**src/hdl/vha_pkg.sv**
```systemverilog
package vha_pkg;

  localparam int unsigned VEL_W      = 16;
  localparam int unsigned HEADING_W  = 17;
  localparam int unsigned TABLE_FRAC = 20;
  localparam int unsigned TABLE_LEN  = 24;
  localparam int unsigned Z_W        = 28;
  localparam int unsigned TAB_W      = 27;

  typedef struct packed {
    logic signed [VEL_W-1:0] x_velocity;
    logic signed [VEL_W-1:0] y_velocity;
  } vha_in_t;

  typedef struct packed {
    logic signed [HEADING_W-1:0] heading;
    logic                        held;
  } vha_out_t;

  typedef struct packed {
    logic load;
    logic step;
  } vha_ctrl_t;

  // atan(2^-i) in 2^-20 degree
  function automatic logic [TAB_W-1:0] atan_entry(input logic [4:0] idx);
    logic [TAB_W-1:0] v;
    case (idx)
      5'd0:    v = 27'd47185920;
      5'd1:    v = 27'd27855475;
      5'd2:    v = 27'd14718068;
      5'd3:    v = 27'd7471121;
      5'd4:    v = 27'd3750058;
      5'd5:    v = 27'd1876857;
      5'd6:    v = 27'd938658;
      5'd7:    v = 27'd469357;
      5'd8:    v = 27'd234682;
      5'd9:    v = 27'd117342;
      5'd10:   v = 27'd58671;
      5'd11:   v = 27'd29335;
      5'd12:   v = 27'd14668;
      5'd13:   v = 27'd7334;
      5'd14:   v = 27'd3667;
      5'd15:   v = 27'd1833;
      5'd16:   v = 27'd917;
      5'd17:   v = 27'd458;
      5'd18:   v = 27'd229;
      5'd19:   v = 27'd115;
      5'd20:   v = 27'd57;
      5'd21:   v = 27'd29;
      5'd22:   v = 27'd14;
      5'd23:   v = 27'd7;
      default: v = '0;
    endcase
    return v;
  endfunction

endpackage

```
**src/hdl/velocity_heading_angle.sv**
```systemverilog
// Sequence: after an accept ST_RUN steps the vectoring loop, then ST_FIN loads the output
//   register; a zero vector goes from ST_IDLE straight to ST_FIN. The one-step-per-cycle
//   vectoring loop in vha_cordic sets the pace; input is not ready until ST_FIN is left.
// A result that waits in the output register holds off the final step only.
// Reset: asynchronous, active low; clears the sequencer, output valid and the
//   stored heading (0).
module velocity_heading_angle #(
  parameter int unsigned VELOCITY_BITS   = 16,
  parameter int unsigned ANGLE_FRAC_BITS = 7,
  parameter int unsigned ITERATIONS      = 16
) (
  input  logic              clk_i,
  input  logic              rst_ni,
  input  logic              in_valid_i,
  output logic              in_ready_o,
  input  vha_pkg::vha_in_t  in_data_i,
  output logic              out_valid_o,
  input  logic              out_ready_i,
  output vha_pkg::vha_out_t out_data_o
);
  import vha_pkg::*;

  localparam int unsigned VW  = VELOCITY_BITS;
  localparam int unsigned IW  = $clog2(ITERATIONS);
  localparam int unsigned HSW = ANGLE_FRAC_BITS + 11;
  localparam int unsigned SH  = TABLE_FRAC - ANGLE_FRAC_BITS;

  localparam logic signed [Z_W-1:0] RND   = Z_W'(1) << (SH - 1);
  localparam logic signed [Z_W-1:0] RIGHT = Z_W'(90) << ANGLE_FRAC_BITS;
  localparam logic signed [HSW-1:0] HALF  = HSW'(180) << ANGLE_FRAC_BITS;

  localparam logic [1:0] ST_IDLE = 2'd0;
  localparam logic [1:0] ST_RUN  = 2'd1;
  localparam logic [1:0] ST_FIN  = 2'd2;

  logic [1:0]    state_q, state_d;
  logic [IW-1:0] cnt_q, cnt_d;
  logic          x_neg_q, y_pos_q, zero_q;
  logic          out_valid_q, out_valid_d, held_q, held_d;
  logic signed [HEADING_W-1:0] last_q, last_d;

  logic signed [VW-1:0] x_s, y_s;
  logic [VW-1:0]        mag_x, mag_y;
  logic                 accept, fin_go;
  vha_ctrl_t            ctrl;
  logic signed [Z_W-1:0] z, zr, t;
  logic signed [HSW-1:0] tc, h;

  if (VW <= VEL_W) begin : g_narrow
    assign x_s = signed'(in_data_i.x_velocity[VW-1:0]);
    assign y_s = signed'(in_data_i.y_velocity[VW-1:0]);
  end else begin : g_wide
    assign x_s = signed'({{(VW-VEL_W){1'b0}}, in_data_i.x_velocity});
    assign y_s = signed'({{(VW-VEL_W){1'b0}}, in_data_i.y_velocity});
  end

  assign mag_x  = x_s[VW-1] ? VW'(-x_s) : VW'(x_s);
  assign mag_y  = y_s[VW-1] ? VW'(-y_s) : VW'(y_s);
  assign in_ready_o = (state_q == ST_IDLE);
  assign accept = in_valid_i && in_ready_o;
  assign fin_go = (state_q == ST_FIN) && (!out_valid_q || out_ready_i);

  assign ctrl.load = accept;
  assign ctrl.step = (state_q == ST_RUN);

  vha_cordic #(
    .VW (VW),
    .IT (ITERATIONS),
    .IW (IW)
  ) u_cordic (
    .clk_i   (clk_i),
    .ctrl_i  (ctrl),
    .mag_a_i (mag_y),
    .mag_b_i (mag_x),
    .idx_i   (cnt_q),
    .z_o     (z)
  );

  always_comb begin
    zr = z + RND;
    t  = zr >>> SH;
    if (t < 0) begin
      t = '0;
    end
    if (t > RIGHT) begin
      t = RIGHT;
    end
    if (y_pos_q && (t > RIGHT - 1)) begin
      t = RIGHT - 1;
    end
    tc = HSW'(t);
    if (y_pos_q) begin
      h = x_neg_q ? HALF + tc : HALF - tc;
    end else begin
      h = x_neg_q ? -tc : tc;
    end
  end

  always_comb begin
    state_d     = state_q;
    cnt_d       = cnt_q;
    out_valid_d = out_valid_q;
    held_d      = held_q;
    last_d      = last_q;
    if (out_valid_q && out_ready_i) begin
      out_valid_d = 1'b0;
    end
    case (state_q)
      ST_IDLE: begin
        if (accept) begin
          cnt_d   = '0;
          state_d = (x_s == '0 && y_s == '0) ? ST_FIN : ST_RUN;
        end
      end
      ST_RUN: begin
        cnt_d = cnt_q + 1'b1;
        if (cnt_q == IW'(ITERATIONS - 1)) begin
          state_d = ST_FIN;
        end
      end
      ST_FIN: begin
        if (fin_go) begin
          out_valid_d = 1'b1;
          held_d      = zero_q;
          if (!zero_q) begin
            last_d = HEADING_W'(h);
          end
          state_d = ST_IDLE;
        end
      end
      default: state_d = ST_IDLE;
    endcase
  end

  always_ff @(posedge clk_i or negedge rst_ni) begin
    if (!rst_ni) begin
      state_q     <= ST_IDLE;
      cnt_q       <= '0;
      out_valid_q <= 1'b0;
      held_q      <= 1'b0;
      last_q      <= '0;
    end else begin
      state_q     <= state_d;
      cnt_q       <= cnt_d;
      out_valid_q <= out_valid_d;
      held_q      <= held_d;
      last_q      <= last_d;
    end
  end

  always_ff @(posedge clk_i) begin
    if (accept) begin
      x_neg_q <= x_s[VW-1];
      y_pos_q <= !y_s[VW-1] && (y_s != '0);
      zero_q  <= (x_s == '0) && (y_s == '0);
    end
  end

  assign out_valid_o        = out_valid_q;
  assign out_data_o.heading = last_q;
  assign out_data_o.held    = held_q;

`ifndef SYNTHESIS
  a_busy_after_accept: assert property (@(posedge clk_i) disable iff (!rst_ni)
    accept |=> !in_ready_o)
    else $error("input ready right after an accept");

  a_valid_from_fin: assert property (@(posedge clk_i) disable iff (!rst_ni)
    $rose(out_valid_o) |-> $past(state_q) == ST_FIN)
    else $error("output valid raised outside the final step");

  a_fin_delivers: assert property (@(posedge clk_i) disable iff (!rst_ni)
    fin_go |=> out_valid_o && in_ready_o)
    else $error("final step did not load the output register");

  a_heading_holds: assert property (@(posedge clk_i) disable iff (!rst_ni)
    (state_q != ST_FIN) |=> $stable(last_q))
    else $error("stored heading changed outside the final step");
`endif

endmodule

```
**src/hdl/vha_cordic.sv**
```systemverilog
module vha_cordic #(
  parameter int unsigned VW = 16,
  parameter int unsigned IT = 16,
  parameter int unsigned IW = 4
) (
  input  logic                         clk_i,
  input  vha_pkg::vha_ctrl_t           ctrl_i,
  input  logic [VW-1:0]                mag_a_i,
  input  logic [VW-1:0]                mag_b_i,
  input  logic [IW-1:0]                idx_i,
  output logic signed [vha_pkg::Z_W-1:0] z_o
);
  import vha_pkg::*;

  localparam int unsigned W = VW + IT + 2;

  logic signed [W-1:0]   a_q, a_d, b_q, b_d, da, db;
  logic signed [Z_W-1:0] z_q, z_d, ang;

  always_comb begin
    da  = b_q >>> idx_i;
    db  = a_q >>> idx_i;
    ang = signed'({1'b0, atan_entry(5'(idx_i))});
    a_d = a_q;
    b_d = b_q;
    z_d = z_q;
    if (ctrl_i.load) begin
      a_d = signed'({2'b00, mag_a_i, {IT{1'b0}}});
      b_d = signed'({2'b00, mag_b_i, {IT{1'b0}}});
      z_d = '0;
    end else if (ctrl_i.step) begin
      if (!b_q[W-1]) begin
        a_d = a_q + da;
        b_d = b_q - db;
        z_d = z_q + ang;
      end else begin
        a_d = a_q - da;
        b_d = b_q + db;
        z_d = z_q - ang;
      end
    end
  end

  always_ff @(posedge clk_i) begin
    a_q <= a_d;
    b_q <= b_d;
    z_q <= z_d;
  end

  assign z_o = z_q;

endmodule

```
**config.mk**
```make
export PLATFORM = sky130hd
export DESIGN_NAME = velocity_heading_angle
export DESIGN_NICKNAME = d
export VERILOG_FILES = /design/src/hdl/vha_pkg.sv /design/src/hdl/velocity_heading_angle.sv /design/src/hdl/vha_cordic.sv
export SDC_FILE = /design/constraint.sdc
export NUM_CORES = 1
export LEC_CHECK = 0
export BUFFER_PORTS_ARGS = -buffer_cell sky130_fd_sc_hd__buf_2
export CAP_MARGIN = 0
export CORE_MARGIN = 2
export CORE_UTILIZATION = 30
export CTS_BUF_LIST = sky130_fd_sc_hd__clkbuf_16
export DETAILED_ROUTE_END_ITERATION = 8
export GPL_TIMING_DRIVEN = 0
export HOLD_SLACK_MARGIN = 0.08
export PLACE_DENSITY = 0.41
export SYNTH_ARGS = -nofsm -noshare
export SYNTH_HDL_FRONTEND = slang
export SYNTH_HIERARCHICAL = 1
export SYNTH_SLANG_ARGS = --single-unit
```
**constraint.sdc**
```tcl
create_clock -name clk_i -period 16 [get_ports clk_i]
set_input_delay 3.2 -clock clk_i [delete_from_list [all_inputs] [get_ports clk_i]]
set_output_delay 3.2 -clock clk_i [all_outputs]
set_load 0.01 [all_outputs]
```
==> out/qor.tcl <==
set qor(status) {complete, no violations}
set qor(hold_viol_final) 0
set qor(r2r-start) {cnt_q[2]}
set qor(ioPinCount) 56
set qor(total_negative_setup_slacks_ps) 0
set qor(postSynth.asyncResetShare_pct) 20.2
set qor(cts_resized) 0
set qor(rsz0062_at_grt) {no}
set qor(timing.max_cap.violations) 0
set qor(cts_hold_buf) 0
set qor(grt_total_usage_pct) 26.8
set qor(timing.final.crit_period_ps) 10170
set qor(syn-num-nets) 2420
set qor(synth_area_um2) 18000
set qor(post_cts_buffers) 0
set qor(cts-root-buf) {clkbuf_16}
set qor(worst_path_max_delay_cell) {a311oi_1}
set qor(cell_count_after_synthesis) 2270
set qor(number_of_buffers_created_by_cts) 17
set qor(maxClockFrequency_mhz) 98.3
set qor(critPathMaxStageDelay_ps) 990
set qor(layout-area-overhead-vs-synth_pct) 10.3
set qor(first_global_vias) 18280
set qor(clk_pin_slew_ps) 60
set qor(critPathBufInv) 10
set qor(crit_required_ps) 16370
set qor(synth_warnings) 6
set qor(final_cell_mix) {nand2_1 (227), nor2_1 (224), a21oi_1 (170), o21ai_0 (151), xnor2_1 (127)}
set qor(synth_top_area_share_pct) 8.25
set qor(rows) 89
set qor(grt_max_degree) 34
set qor(slew_headroom_pct) 7.79
set qor(fp.dieW_um) 249
set qor(gr-total-overflow) 0
set qor(synthesized_flop_and_latch_total) 124
set qor(most_common_cell_after_layout_fill_and_taps_aside) {nand2_1}
set qor(ys_seq_area_share_pct) 16.4
set qor(hp-start) {u_cordic/z_o[11]}
set qor(number_of_antenna_violations_at_the_first_check_in_global_routing) 4
set qor(critical-path-top-delay-family) {buffers and inverters}
set qor(nFillCells) 6348
set qor(hpwlAfterDp_um) 65100
set qor(synthFlopType) {dfxtp_1}
set qor(post_drt_via_cell_ratio) 5.94
set qor(cts_tree) {built}
set qor(place_congestion) 0.987
set qor(drive_above_1_share_pct) 11.9
set qor(drc) 0
set qor(io_buffer_count) 54
set qor(crit_path_start_kind) {flop}
set qor(synthTopCellsByArea) {mux4_2 (8.2%), ha_1 (7.7%), dfxtp_1 (7.1%)}
set qor(setup-violations-final) 0
set qor(initialDrtViolationCount) 1614
set qor(post_synth_num_cell_types) 110
set qor(timing.critical_path.fanout_max) 10
set qor(floorplan.core_area_um2) 59200
set qor(chipHeight_um) 249
set qor(grt_pass1_wl_um) 124000
set qor(cts.htree.levels) 4
set qor(most_frequent_cell_on_the_critical_path) {buf_2}
set qor(tritoncts_num_sinks) 124
set qor(worst-slew-pin-transition_ps) 1380
set qor(internal_reg_to_reg_setup_slack_ps) 5830
set qor(ff2ff_path_depth) 27
set qor(post-synth-top-area-cell) {mux4_2}
set qor(syn-mean-instance-area_um2) 7.94
set qor(post_synth_edffs) 35
set qor(timing.rr.end) {u_cordic/a_q[33]}
set qor(antenna_left) 0
set qor(hold_path_class) {flop to flop}
set qor(worst-endpoint-arrival_ps) 10540
set qor(starting_utilization_of_the_core_area_pct) 30.4
set qor(count_of_final_max_slew_check_failures) 0
set qor(count_of_vias_placed_by_the_detailed_router) 18598
set qor(critical_path_capture_point_type) {flop}
set qor(finalNetCount) 2494
set qor(inserted_diodes) 0
set qor(clock_tree.buffer_depth) 2
set qor(worst_skew_pair.late_latency_ps) 500
set qor(holdPathStages) 2
set qor(die_area_um2) 62000
set qor(fin_skew_ps) 10.3
set qor(timing_worst_setup_path_type) {flop to flop}
set qor(wirelength_um) 84100
set qor(fin_crit_sh_pct) 63.6
set qor(worstHoldEndpoint) {u_cordic/z_o[11]}
set qor(detail_route.wl_per_cell_um) 26.9
set qor(drt_first_pass_iters) 5
==> cell type report <==
type | instances | area, um2 | share of cell area, %
multi-input combinational | 1947 | 14100 | 71.1
sequential | 124 | 2960 | 14.9
tap | 773 | 967 | 4.87
buffer | 138 | 702 | 3.53
clock buffer | 18 | 450 | 2.27
timing repair buffer | 55 | 278 | 1.40
inverter | 61 | 229 | 1.15
clock inverter | 14 | 155 | 0.781
==> sequential cells by signal, indices dropped and copies added, names as in the netlist <==
name and count:
u_cordic/a_q 34, u_cordic/b_q 34, u_cordic/z_o 28, last_q 17, cnt_q 4, state_q 2, held_q 1, out_valid_o 1
x_neg_q 1, y_pos_q 1, zero_q 1
==> tightest hold or removal path, stage by stage, from the launching register on <==
cell     delay (ps)
dfxtp_1         330
nand2_1          50
o21ai_0          60
==> metrics by stage <==
stage	std cells	util, %	setup slack (ps)	hold WS (ps)	area, um2
floorplan	2270	-	10110	432	18000
global placement	3097	32.5	6180	442	19300
detailed placement	3098	32.5	6160	460	19300
CTS	3130	33.5	6110	476	19900
global route	3130	33.5	5640	502	19900
finish	3130	33.5	5830	471	19900
==> worst max-delay path by stage <==
stage	depth (start not counted)	end	slack [ps]	start
floorplan	27	u_cordic/a_q[33]	10110	cnt_q[2]
global route	27	u_cordic/a_q[33]	5640	cnt_q[2]
global placement	27	u_cordic/a_q[33]	6180	cnt_q[2]
detailed placement	27	u_cordic/a_q[33]	6160	cnt_q[2]
finish	27	u_cordic/a_q[33]	5830	cnt_q[2]
CTS	27	u_cordic/a_q[33]	6110	cnt_q[2]
==> metal layers <==
metal,up-vias,GRT usage [%],part of all wire (%)
met5,-,0,0.015
met4,2,10.6,3.7
met3,157,5.81,6.1
met2,612,43.9,46
met1,9171,34.4,44
li1,8656,-,-
==> kinds of logic (layout without fill, tap and decap cells) <==
family	count (synthesis)	after routing	share of synthesized area (%)
flops	124	124	16.4
fa+ha+maj	114	114	8.04
buf+inv	199	286	5.17
xor+xnor	191	191	9.37
mux	188	188	15.4
compound gates	661	661	24.0
simple gates	793	793	21.6
==> cell usage after synthesis, types with 8 or more instances <==
cell      instances
or3_1            31
nand4_1          19
mux2i_1          77
nor4_1            9
nand2b_1         31
nor3_1           58
edfxtp_1         35
buf_2            27
a31oi_1          27
o21a_1           23
nor2b_1          23
ha_1            111
o31a_1            9
inv_1            58
buf_1            18
nand3_1          52
and3_1           21
nor2_1          224
and2_1           20
dfxtp_1          64
a22o_1            9
mux2_2           42
o21ai_0         151
a221oi_1         12
a21boi_0         10
o211ai_1         13
or4_1            14
dfrtp_1          25
o31ai_1          25
buf_6             9
nor3b_1          10
or2_2             8
a22oi_1          12
nand2_1         227
clkbuf_1         74
xnor2_1         127
a21oi_1         170
a211oi_1         34
o22ai_1          13
nand3b_1          8
o21bai_1         13
xor2_1           63
a21o_1           34
mux4_2           66
Power is not shown: default switching activity piles up to over one toggle a cycle in this logic, so the estimate is an artifact.
